==> src/rtl/bpu_pkg.sv <==
`default_nettype none

package bpu_pkg;

    // Widths fixed by the item fields.
    localparam int PROB_W = 17;
    localparam int CNT_W  = 6;

    // Distribution values are unsigned Q0.31 and may reach exactly 1.0.
    localparam int DIST_W = 32;
    localparam int PROD_W = 2 * DIST_W;

    localparam logic [DIST_W-1:0] ONE_Q31   = 32'h8000_0000;
    localparam logic [PROB_W-1:0] ONE_Q16   = 17'h1_0000;
    localparam logic [DIST_W:0]   ROUND_Q15 = 33'h0_0000_4000;

    // Function selector codes.
    typedef enum logic [1:0] {
        FUNC_POINT = 2'd0,
        FUNC_LOWER = 2'd1,
        FUNC_UPPER = 2'd2
    } func_t;

endpackage

`default_nettype wire

==> src/rtl/binomial_probability_unit_top.sv <==
`default_nettype none

// Binomial probability unit. Each accepted item carries a success probability
// p (unsigned Q0.16, 65536 is 1.0), a trial count n, a success count r and a
// function selector, and yields one item holding P(X=r), P(X<=r) or P(X>=r)
// in unsigned Q0.16, saturated at 1.0; an unknown selector yields 0. A p above
// 1.0 is taken as 1.0 and n above MAX_TRIALS is taken as MAX_TRIALS. The
// distribution is built trial by trial in Q0.31 with the recurrence
// f[j] = f[j]*(1-p) + f[j-1]*p in a small memory of MAX_TRIALS+1 entries, with
// a single 32x32 multiplier shared by both products of every update. Each
// update does two multiplies and a write back. Summing the requested terms
// then reads the memory once per term. The input is stalled for the whole
// computation of an item, while a finished result waits in the output
// register without blocking the next item from being accepted.
module binomial_probability_unit_top #(
    parameter int MAX_TRIALS = 32
) (
    input  wire logic        clk,
    input  wire logic        rst_n,

    input  wire logic        in_valid,
    output logic             in_stall,
    input  wire logic [1:0]  func,
    input  wire logic [16:0] prob_success,
    input  wire logic [5:0]  trials,
    input  wire logic [5:0]  successes,

    output logic             out_valid,
    input  wire logic        out_stall,
    output logic [16:0]      probability_out
);

    // Memory geometry follows from the largest trial count.
    localparam int DEPTH = MAX_TRIALS + 1;
    localparam int IDX_W = $clog2(DEPTH);
    localparam int CW    = bpu_pkg::CNT_W;
    localparam int DW    = bpu_pkg::DIST_W;
    localparam int PW    = bpu_pkg::PROD_W;
    localparam int QW    = bpu_pkg::PROB_W;
    localparam logic [CW-1:0] MAX_N = CW'(MAX_TRIALS);

    // The sequencer walks through init, the per-trial update loop (read,
    // multiply, write back), the summation loop, and the result hand-off.
    typedef enum logic [2:0] {
        S_IDLE,
        S_INIT,
        S_RD,
        S_MB,
        S_WR,
        S_SUM_SET,
        S_SUM_RD,
        S_SUM_ACC
    } state_t;

    state_t state_reg, state_next;

    logic [1:0]    func_reg, func_next;
    logic [DW-1:0] p_reg, p_next;
    logic [DW-1:0] q_reg, q_next;
    logic [CW-1:0] n_reg, n_next;
    logic [CW-1:0] r_reg, r_next;
    logic [CW-1:0] t_reg, t_next;
    logic [CW-1:0] j_reg, j_next;
    logic [CW-1:0] idx_reg, idx_next;
    logic [CW-1:0] hi_reg, hi_next;
    logic [DW-1:0] cur_reg, cur_next;
    logic [PW-1:0] prod_reg, prod_next;
    logic [PW-1:0] acc_reg, acc_next;
    logic [DW-1:0] sum_reg, sum_next;
    logic          done_reg, done_next;
    logic          out_valid_reg, out_valid_next;
    logic [QW-1:0] probability_out_reg, probability_out_next;

    // Distribution memory: one write port, one registered read port.
    logic [DW-1:0]    dist_mem [0:DEPTH-1];
    logic [DW-1:0]    mem_rd_reg;
    logic             mem_we;
    logic [IDX_W-1:0] mem_waddr;
    logic [IDX_W-1:0] mem_raddr;
    logic [DW-1:0]    mem_wdata;

    // Shared multiplier operands and product.
    logic [DW-1:0] mul_a;
    logic [DW-1:0] mul_b;
    logic [PW-1:0] mul_prod;

    logic [QW-1:0]   p_clamped;
    logic [CW-1:0]   n_clamped;
    logic [DW-1:0]   lower_term;
    logic [PW-1:0]   update_sum;
    logic [CW-1:0]   tail_top;
    logic [DW:0]     rounded_sum;
    logic [DW-15:0]  rounded_q16;
    logic [QW-1:0]   result_q16;

    always_comb
    begin
        p_clamped = (prob_success > bpu_pkg::ONE_Q16) ? bpu_pkg::ONE_Q16 : prob_success;
        n_clamped = (trials > MAX_N) ? MAX_N : trials;
    end

    assign mul_prod = PW'(mul_a) * PW'(mul_b);

    // At j = 0 the lower neighbor is zero.
    assign lower_term = (j_reg == '0) ? '0 : mem_rd_reg;
    assign update_sum = acc_reg + prod_reg;
    assign tail_top   = (r_reg < n_reg) ? r_reg : n_reg;

    // Round Q0.31 to nearest Q0.16 and saturate at 1.0.
    assign rounded_sum = {1'b0, sum_reg} + bpu_pkg::ROUND_Q15;
    assign rounded_q16 = rounded_sum[DW:15];
    assign result_q16  = (rounded_q16 > (DW-14)'(bpu_pkg::ONE_Q16)) ?
                         bpu_pkg::ONE_Q16 : rounded_q16[QW-1:0];

    always_comb
    begin
        state_next           = state_reg;
        func_next            = func_reg;
        p_next               = p_reg;
        q_next               = q_reg;
        n_next               = n_reg;
        r_next               = r_reg;
        t_next               = t_reg;
        j_next               = j_reg;
        idx_next             = idx_reg;
        hi_next              = hi_reg;
        cur_next             = cur_reg;
        prod_next            = prod_reg;
        acc_next             = acc_reg;
        sum_next             = sum_reg;
        done_next            = done_reg;
        probability_out_next = probability_out_reg;
        out_valid_next       = out_valid_reg && out_stall;

        mem_we    = 1'b0;
        mem_waddr = '0;
        mem_wdata = '0;
        mem_raddr = '0;
        mul_a     = cur_reg;
        mul_b     = q_reg;

        case (state_reg)
            S_IDLE:
            begin
                if (in_valid)
                begin
                    func_next  = func;
                    p_next     = {p_clamped, 15'd0};
                    q_next     = bpu_pkg::ONE_Q31 - {p_clamped, 15'd0};
                    n_next     = n_clamped;
                    r_next     = successes;
                    state_next = S_INIT;
                end
            end

            S_INIT:
            begin
                mem_we    = 1'b1;
                mem_waddr = '0;
                mem_wdata = bpu_pkg::ONE_Q31;
                t_next    = CW'(1);
                j_next    = CW'(1);
                cur_next  = '0;
                state_next = (n_reg == '0) ? S_SUM_SET : S_RD;
            end

            S_RD:
            begin
                // Old f[j] times q; fetch old f[j-1].
                mul_a      = cur_reg;
                mul_b      = q_reg;
                prod_next  = mul_prod;
                mem_raddr  = (j_reg == '0) ? '0 : IDX_W'(j_reg - CW'(1));
                state_next = S_MB;
            end

            S_MB:
            begin
                // Old f[j-1] times p; it is the old f[j] of the next step.
                mul_a      = lower_term;
                mul_b      = p_reg;
                acc_next   = prod_reg;
                prod_next  = mul_prod;
                cur_next   = lower_term;
                state_next = S_WR;
            end

            S_WR:
            begin
                mem_we    = 1'b1;
                mem_waddr = IDX_W'(j_reg);
                mem_wdata = update_sum[2*DW-2:DW-1];
                if (j_reg != '0)
                begin
                    j_next     = j_reg - CW'(1);
                    state_next = S_RD;
                end
                else if (t_reg == n_reg)
                begin
                    state_next = S_SUM_SET;
                end
                else
                begin
                    t_next     = t_reg + CW'(1);
                    j_next     = t_reg + CW'(1);
                    cur_next   = '0;
                    state_next = S_RD;
                end
            end

            S_SUM_SET:
            begin
                sum_next   = '0;
                state_next = S_SUM_RD;
                case (bpu_pkg::func_t'(func_reg))
                    bpu_pkg::FUNC_POINT:
                    begin
                        idx_next = r_reg;
                        hi_next  = r_reg;
                        if (r_reg > n_reg)
                        begin
                            done_next  = 1'b1;
                            state_next = S_IDLE;
                        end
                    end
                    bpu_pkg::FUNC_LOWER:
                    begin
                        idx_next = '0;
                        hi_next  = tail_top;
                    end
                    bpu_pkg::FUNC_UPPER:
                    begin
                        idx_next = r_reg;
                        hi_next  = n_reg;
                        if (r_reg > n_reg)
                        begin
                            done_next  = 1'b1;
                            state_next = S_IDLE;
                        end
                    end
                    default:
                    begin
                        idx_next   = '0;
                        hi_next    = '0;
                        done_next  = 1'b1;
                        state_next = S_IDLE;
                    end
                endcase
            end

            S_SUM_RD:
            begin
                mem_raddr  = IDX_W'(idx_reg);
                state_next = S_SUM_ACC;
            end

            S_SUM_ACC:
            begin
                sum_next = sum_reg + mem_rd_reg;
                if (idx_reg == hi_reg)
                begin
                    done_next  = 1'b1;
                    state_next = S_IDLE;
                end
                else
                begin
                    idx_next   = idx_reg + CW'(1);
                    state_next = S_SUM_RD;
                end
            end

            default:
            begin
                state_next = S_IDLE;
            end
        endcase

        // A finished result waits here until the output register is free.
        // While it waits, the input is held off.
        if (done_reg)
        begin
            state_next = S_IDLE;
            if (!out_valid_reg || !out_stall)
            begin
                probability_out_next = result_q16;
                out_valid_next       = 1'b1;
                done_next            = 1'b0;
            end
        end
    end

    always_ff @(posedge clk or negedge rst_n)
    begin
        if (!rst_n)
        begin
            state_reg     <= S_IDLE;
            done_reg      <= 1'b0;
            out_valid_reg <= 1'b0;
        end
        else
        begin
            state_reg     <= state_next;
            done_reg      <= done_next;
            out_valid_reg <= out_valid_next;
        end
    end

    always_ff @(posedge clk)
    begin
        func_reg            <= func_next;
        p_reg               <= p_next;
        q_reg               <= q_next;
        n_reg               <= n_next;
        r_reg               <= r_next;
        t_reg               <= t_next;
        j_reg               <= j_next;
        idx_reg             <= idx_next;
        hi_reg              <= hi_next;
        cur_reg             <= cur_next;
        prod_reg            <= prod_next;
        acc_reg             <= acc_next;
        sum_reg             <= sum_next;
        probability_out_reg <= probability_out_next;
    end

    always_ff @(posedge clk)
    begin
        if (mem_we)
        begin
            dist_mem[mem_waddr] <= mem_wdata;
        end
        mem_rd_reg <= dist_mem[mem_raddr];
    end

    assign in_stall        = (state_reg != S_IDLE) || done_reg;
    assign out_valid       = out_valid_reg;
    assign probability_out = probability_out_reg;

    // The result never exceeds one.
    assert property (@(posedge clk) disable iff (!rst_n)
        out_valid |-> (probability_out <= bpu_pkg::ONE_Q16))
        else $error("result above one");

    // The update loop stays inside the current trial and the trial count.
    assert property (@(posedge clk) disable iff (!rst_n)
        (state_reg == S_RD) |-> ((j_reg <= t_reg) && (t_reg <= n_reg)
                                 && (t_reg != '0)))
        else $error("update index out of range");

    // Summation only reads built entries of the requested range.
    assert property (@(posedge clk) disable iff (!rst_n)
        (state_reg == S_SUM_RD) |-> ((idx_reg <= hi_reg) && (hi_reg <= n_reg)))
        else $error("sum index out of range");

    // The clamped trial count always fits the memory.
    assert property (@(posedge clk) disable iff (!rst_n)
        (state_reg != S_IDLE) |-> (n_reg <= MAX_N))
        else $error("trial count beyond memory");

    // A pending result leaves at the first free output slot.
    assert property (@(posedge clk) disable iff (!rst_n)
        (done_reg && (!out_valid_reg || !out_stall)) |=> (out_valid_reg && !done_reg))
        else $error("result not handed off");

endmodule

`default_nettype wire

==> config.mk <==
export PLATFORM = sky130hd
export DESIGN_NAME = binomial_probability_unit_top
export DESIGN_NICKNAME = d
export VERILOG_FILES = /design/src/rtl/bpu_pkg.sv /design/src/rtl/binomial_probability_unit_top.sv
export SDC_FILE = /design/constraint.sdc
export NUM_CORES = 2
export LEC_CHECK = 0
export BUFFER_PORTS_ARGS = -buffer_cell sky130_fd_sc_hd__buf_4
export CAP_MARGIN = 20
export CORE_ASPECT_RATIO = 0.7
export CORE_UTILIZATION = 25
export CTS_CLUSTER_DIAMETER = 150
export DETAILED_ROUTE_END_ITERATION = 16
export GPL_TIMING_DRIVEN = 0
export PLACE_DENSITY = 0.43
export SKIP_CTS_REPAIR_TIMING = 1
export SLEW_MARGIN = 20
export SYNTH_ARGS = -nofsm -noshare
export SYNTH_HDL_FRONTEND = slang
export SYNTH_SLANG_ARGS = --single-unit
==> constraint.sdc <==
create_clock -name clk -period 15.9 [get_ports clk]
set_input_delay 2.385 -clock clk [delete_from_list [all_inputs] [get_ports clk]]
set_output_delay 2.385 -clock clk [all_outputs]
set_load 0.01 [all_outputs]
==> results.md <==
* Outcome: finished clean
* Worst EP required at 16.30 ns
* Most frequent cells in the layout: edfxtp_1 (1304), nand2_1 (890), inv_1 (639)
* Met1 Use GR at 0.268
* Die W at ~660 µm
* Max incr delay on CP at around 0.90 ns
* RSZ-0062 raised after global routing: false
* Final-report max-slew violation count at 0
* Number of flip-flops in the largest register at between 1000 and 1500
* CORE AREA at a little under 300000 µm²
* Mean area per synthesized cell at 11.9 µm²
* Reg-to-Reg End: prod_reg[57]
* Worst slew pin tran at about 1.3 ns
* First-pass GRT wire length at between 300000 and 400000 µm
* Compound-Gate Fraction of Synth Area at 0.107
* Critical path launch point: state_reg[2]
* Main synth FF type: edfxtp_1
* Chip height at between 400 and 500 µm
* First-pass DRT Iterations at 5
* Final WL at around 260000 µm
* CP most frequent cell: fa_1
* # DRC at 0
* Layout Nets at 7443
* Worst min path class: reg2reg
* Via count at 51200
* Starting Density at 0.252
* Crit Path Class: reg2reg
* Hold path start: dist_mem[32][5]
* Post-synthesis sequential area ratio at 0.532
* EDFF count, synth at approximately 1300
* Later-pin clock latency in the skew report at around 0.83 ns
* Synth top area cells: edfxtp_1 (52%), fa_1 (12%), ha_1 (5.8%), nand2_1 (4.5%), a211oi_1 (3.6%)
* Most common cell after layout, fill and taps aside: edfxtp_1
* # clock sinks at approximately 1300
* Simple-Gate Fraction of Synth Area at 0.110
* Post-DP HPWL at 203000 µm
* Worst EP arrival at roughly 13 ns
* Synthesized instance count at between 6000 and 7000
* Initial antenna violation count at 29
* YS warnings at 0
* Syn nets at 7150
* R2r startpoint: state_reg[2]
* R2R setup slack at approximately 3.5 ns
* GR Util met2 at 0.229
* Mapped Area at about 75000 µm²
* Routed Antenna Nets at 0
* Global placer's final weighted congestion at approximately 1.1
* CP Max Fanout at 10
* Total CTS buffers at about 150
* Main combinational cell family by area after synthesis: adder cells
* Num rows at approximately 170
* H-tree depth at 4
* Critical Path Sink Type: flip-flop
* CTS tree: built
* Post-route minimum period at roughly 12 ns
* Initial drt markers at slightly below 5000
* GRT Max-Usage Layer: met1
* Setup crit end: prod_reg[57]
* Post-synth top area share at 0.522
* All-layer global routing usage at 0.170
* Port Buffers at 53
* Layout area overhead at 16.5%
* Grt ovf at 0
* Tcrit/Tclk final at 0.780
* Synth async-reset ratio at 0.00373
* Mux contribution to synthesized area at 0.00456
* Clock Path Buffers at 4
* Fillers at between 30000 and 40000
* Max Cap Viol at 0
* Vias/cell at approximately 4.8
* Met3 Use GR at 0.0435
* Post-Synth XOR/XNOR Area at 0.0173
* CP Launch Type: flip-flop
* Final setup violation count at 0
* Worst reg2reg path depth at 30
* Max Clk Rate at about 80 MHz
* Vias in the first global route at ~50000
* Layout cells sized above 1 at 0.0804
* Adder-cell share of the synthesized area at 0.178
* Root buffer cell: clkbuf_16
* Post-synth top area cell: edfxtp_1
* I/O pin count at 54
* Per-cell routed wire length at between 20 and 25 µm
* Max_slew headroom at 0.115
* Slowest cell on the critical path: xnor2_1
* Distinct cells, synth at between 70 and 80
* Worst-path clk slew at 0.07 ns
* Die area at 302000 µm²
* Largest net degree at the start of global routing at approximately 50
* Hold violation total from the final report at 0
* Fin Setup TNS at 0 ns
* Flops & latches, synth at around 1300
* Layout Skew at 0.0892 ns
-- how the worst min path moves through the flow --
stage,depth (start not counted),slack [ns],to
after detailed placement,2,0.45,mem_rd_reg[23]
after global placement,2,0.44,mem_rd_reg[23]
after global routing,2,0.46,mem_rd_reg[9]
after floorplan,2,0.42,mem_rd_reg[0]
after CTS,2,0.45,mem_rd_reg[5]
final,2,0.45,mem_rd_reg[5]
-- worst max-delay path: cells and delay by family (launching register included) --
family                   cells  cell delay, ns
AO/OA/AOI/OAI                5            2.24
buffers and inverters        9            3.14
AND/OR/NAND/NOR              6            1.42
XOR/XNOR                     1            0.90
adder cells (fa/ha/maj)      9            3.85
flip-flops                   1            0.39
-- synth_stat cells, drive strengths merged, types with 35 or more instances --
cell and n:
a21oi 268, a311oi 128, xnor2 91, a211oi 361
nor2 409, xor2 57, nand2 890, fa 449
a31oi 141, buf 62, nand3 37, ha 349
nor3 35, clkbuf 271, a21o 81, and2 339
o21ai 100, edfxtp 1304, inv 641
-- routing by layer --
layer	part of all wire	up-vias	wire length, µm
met2	0.39	1776	101000
met3	0.086	270	22500
met5	0.0025	-	653
li1	-	22800	-
met1	0.50	26400	132000
met4	0.018	8	4820
-- area by class of cell --
class | instances | area (µm²) | share of cell area
antenna | 8 | 20.0 | 0.000229
buffer | 333 | 1330 | 0.0153
clock buffer | 197 | 4080 | 0.0467
clock inverter | 68 | 528 | 0.00604
inverter | 642 | 2410 | 0.0276
multi-input combinational | 4001 | 32000 | 0.366
sequential | 1341 | 39900 | 0.457
tap | 3971 | 4970 | 0.0569
timing repair buffer | 137 | 2110 | 0.0242
-- logic make-up (layout without fill, tap and decap cells) --
family | after synthesis | after routing
AND/OR/NAND/NOR | 1845 | 1845
AO/OA/AOI/OAI | 1178 | 1178
buffers and inverters | 975 | 1377
flip-flops | 1341 | 1341
other | 0 | 8
XOR/XNOR | 148 | 148
multiplexers | 32 | 32
adder cells (fa/ha/maj) | 798 | 798
-- stage by stage --
step	setup slack (ns)	hold slack, ns	util	instance area, µm²	instances
5_1_grt	3.25	0.463	0.294	87300	10700
6_report	3.51	0.452	0.294	87400	10700
4_1_cts	3.81	0.452	0.294	87300	10700
2_1_floorplan	7.45	0.424	-	75000	6317
3_5_place_dp	3.87	0.445	0.278	82700	10400
3_3_place_gp	3.10	0.435	0.270	80400	10300
Power is left out: the tool's default activity adds up to more than one toggle a clock period on the data nets, which glitch-free logic cannot reach.
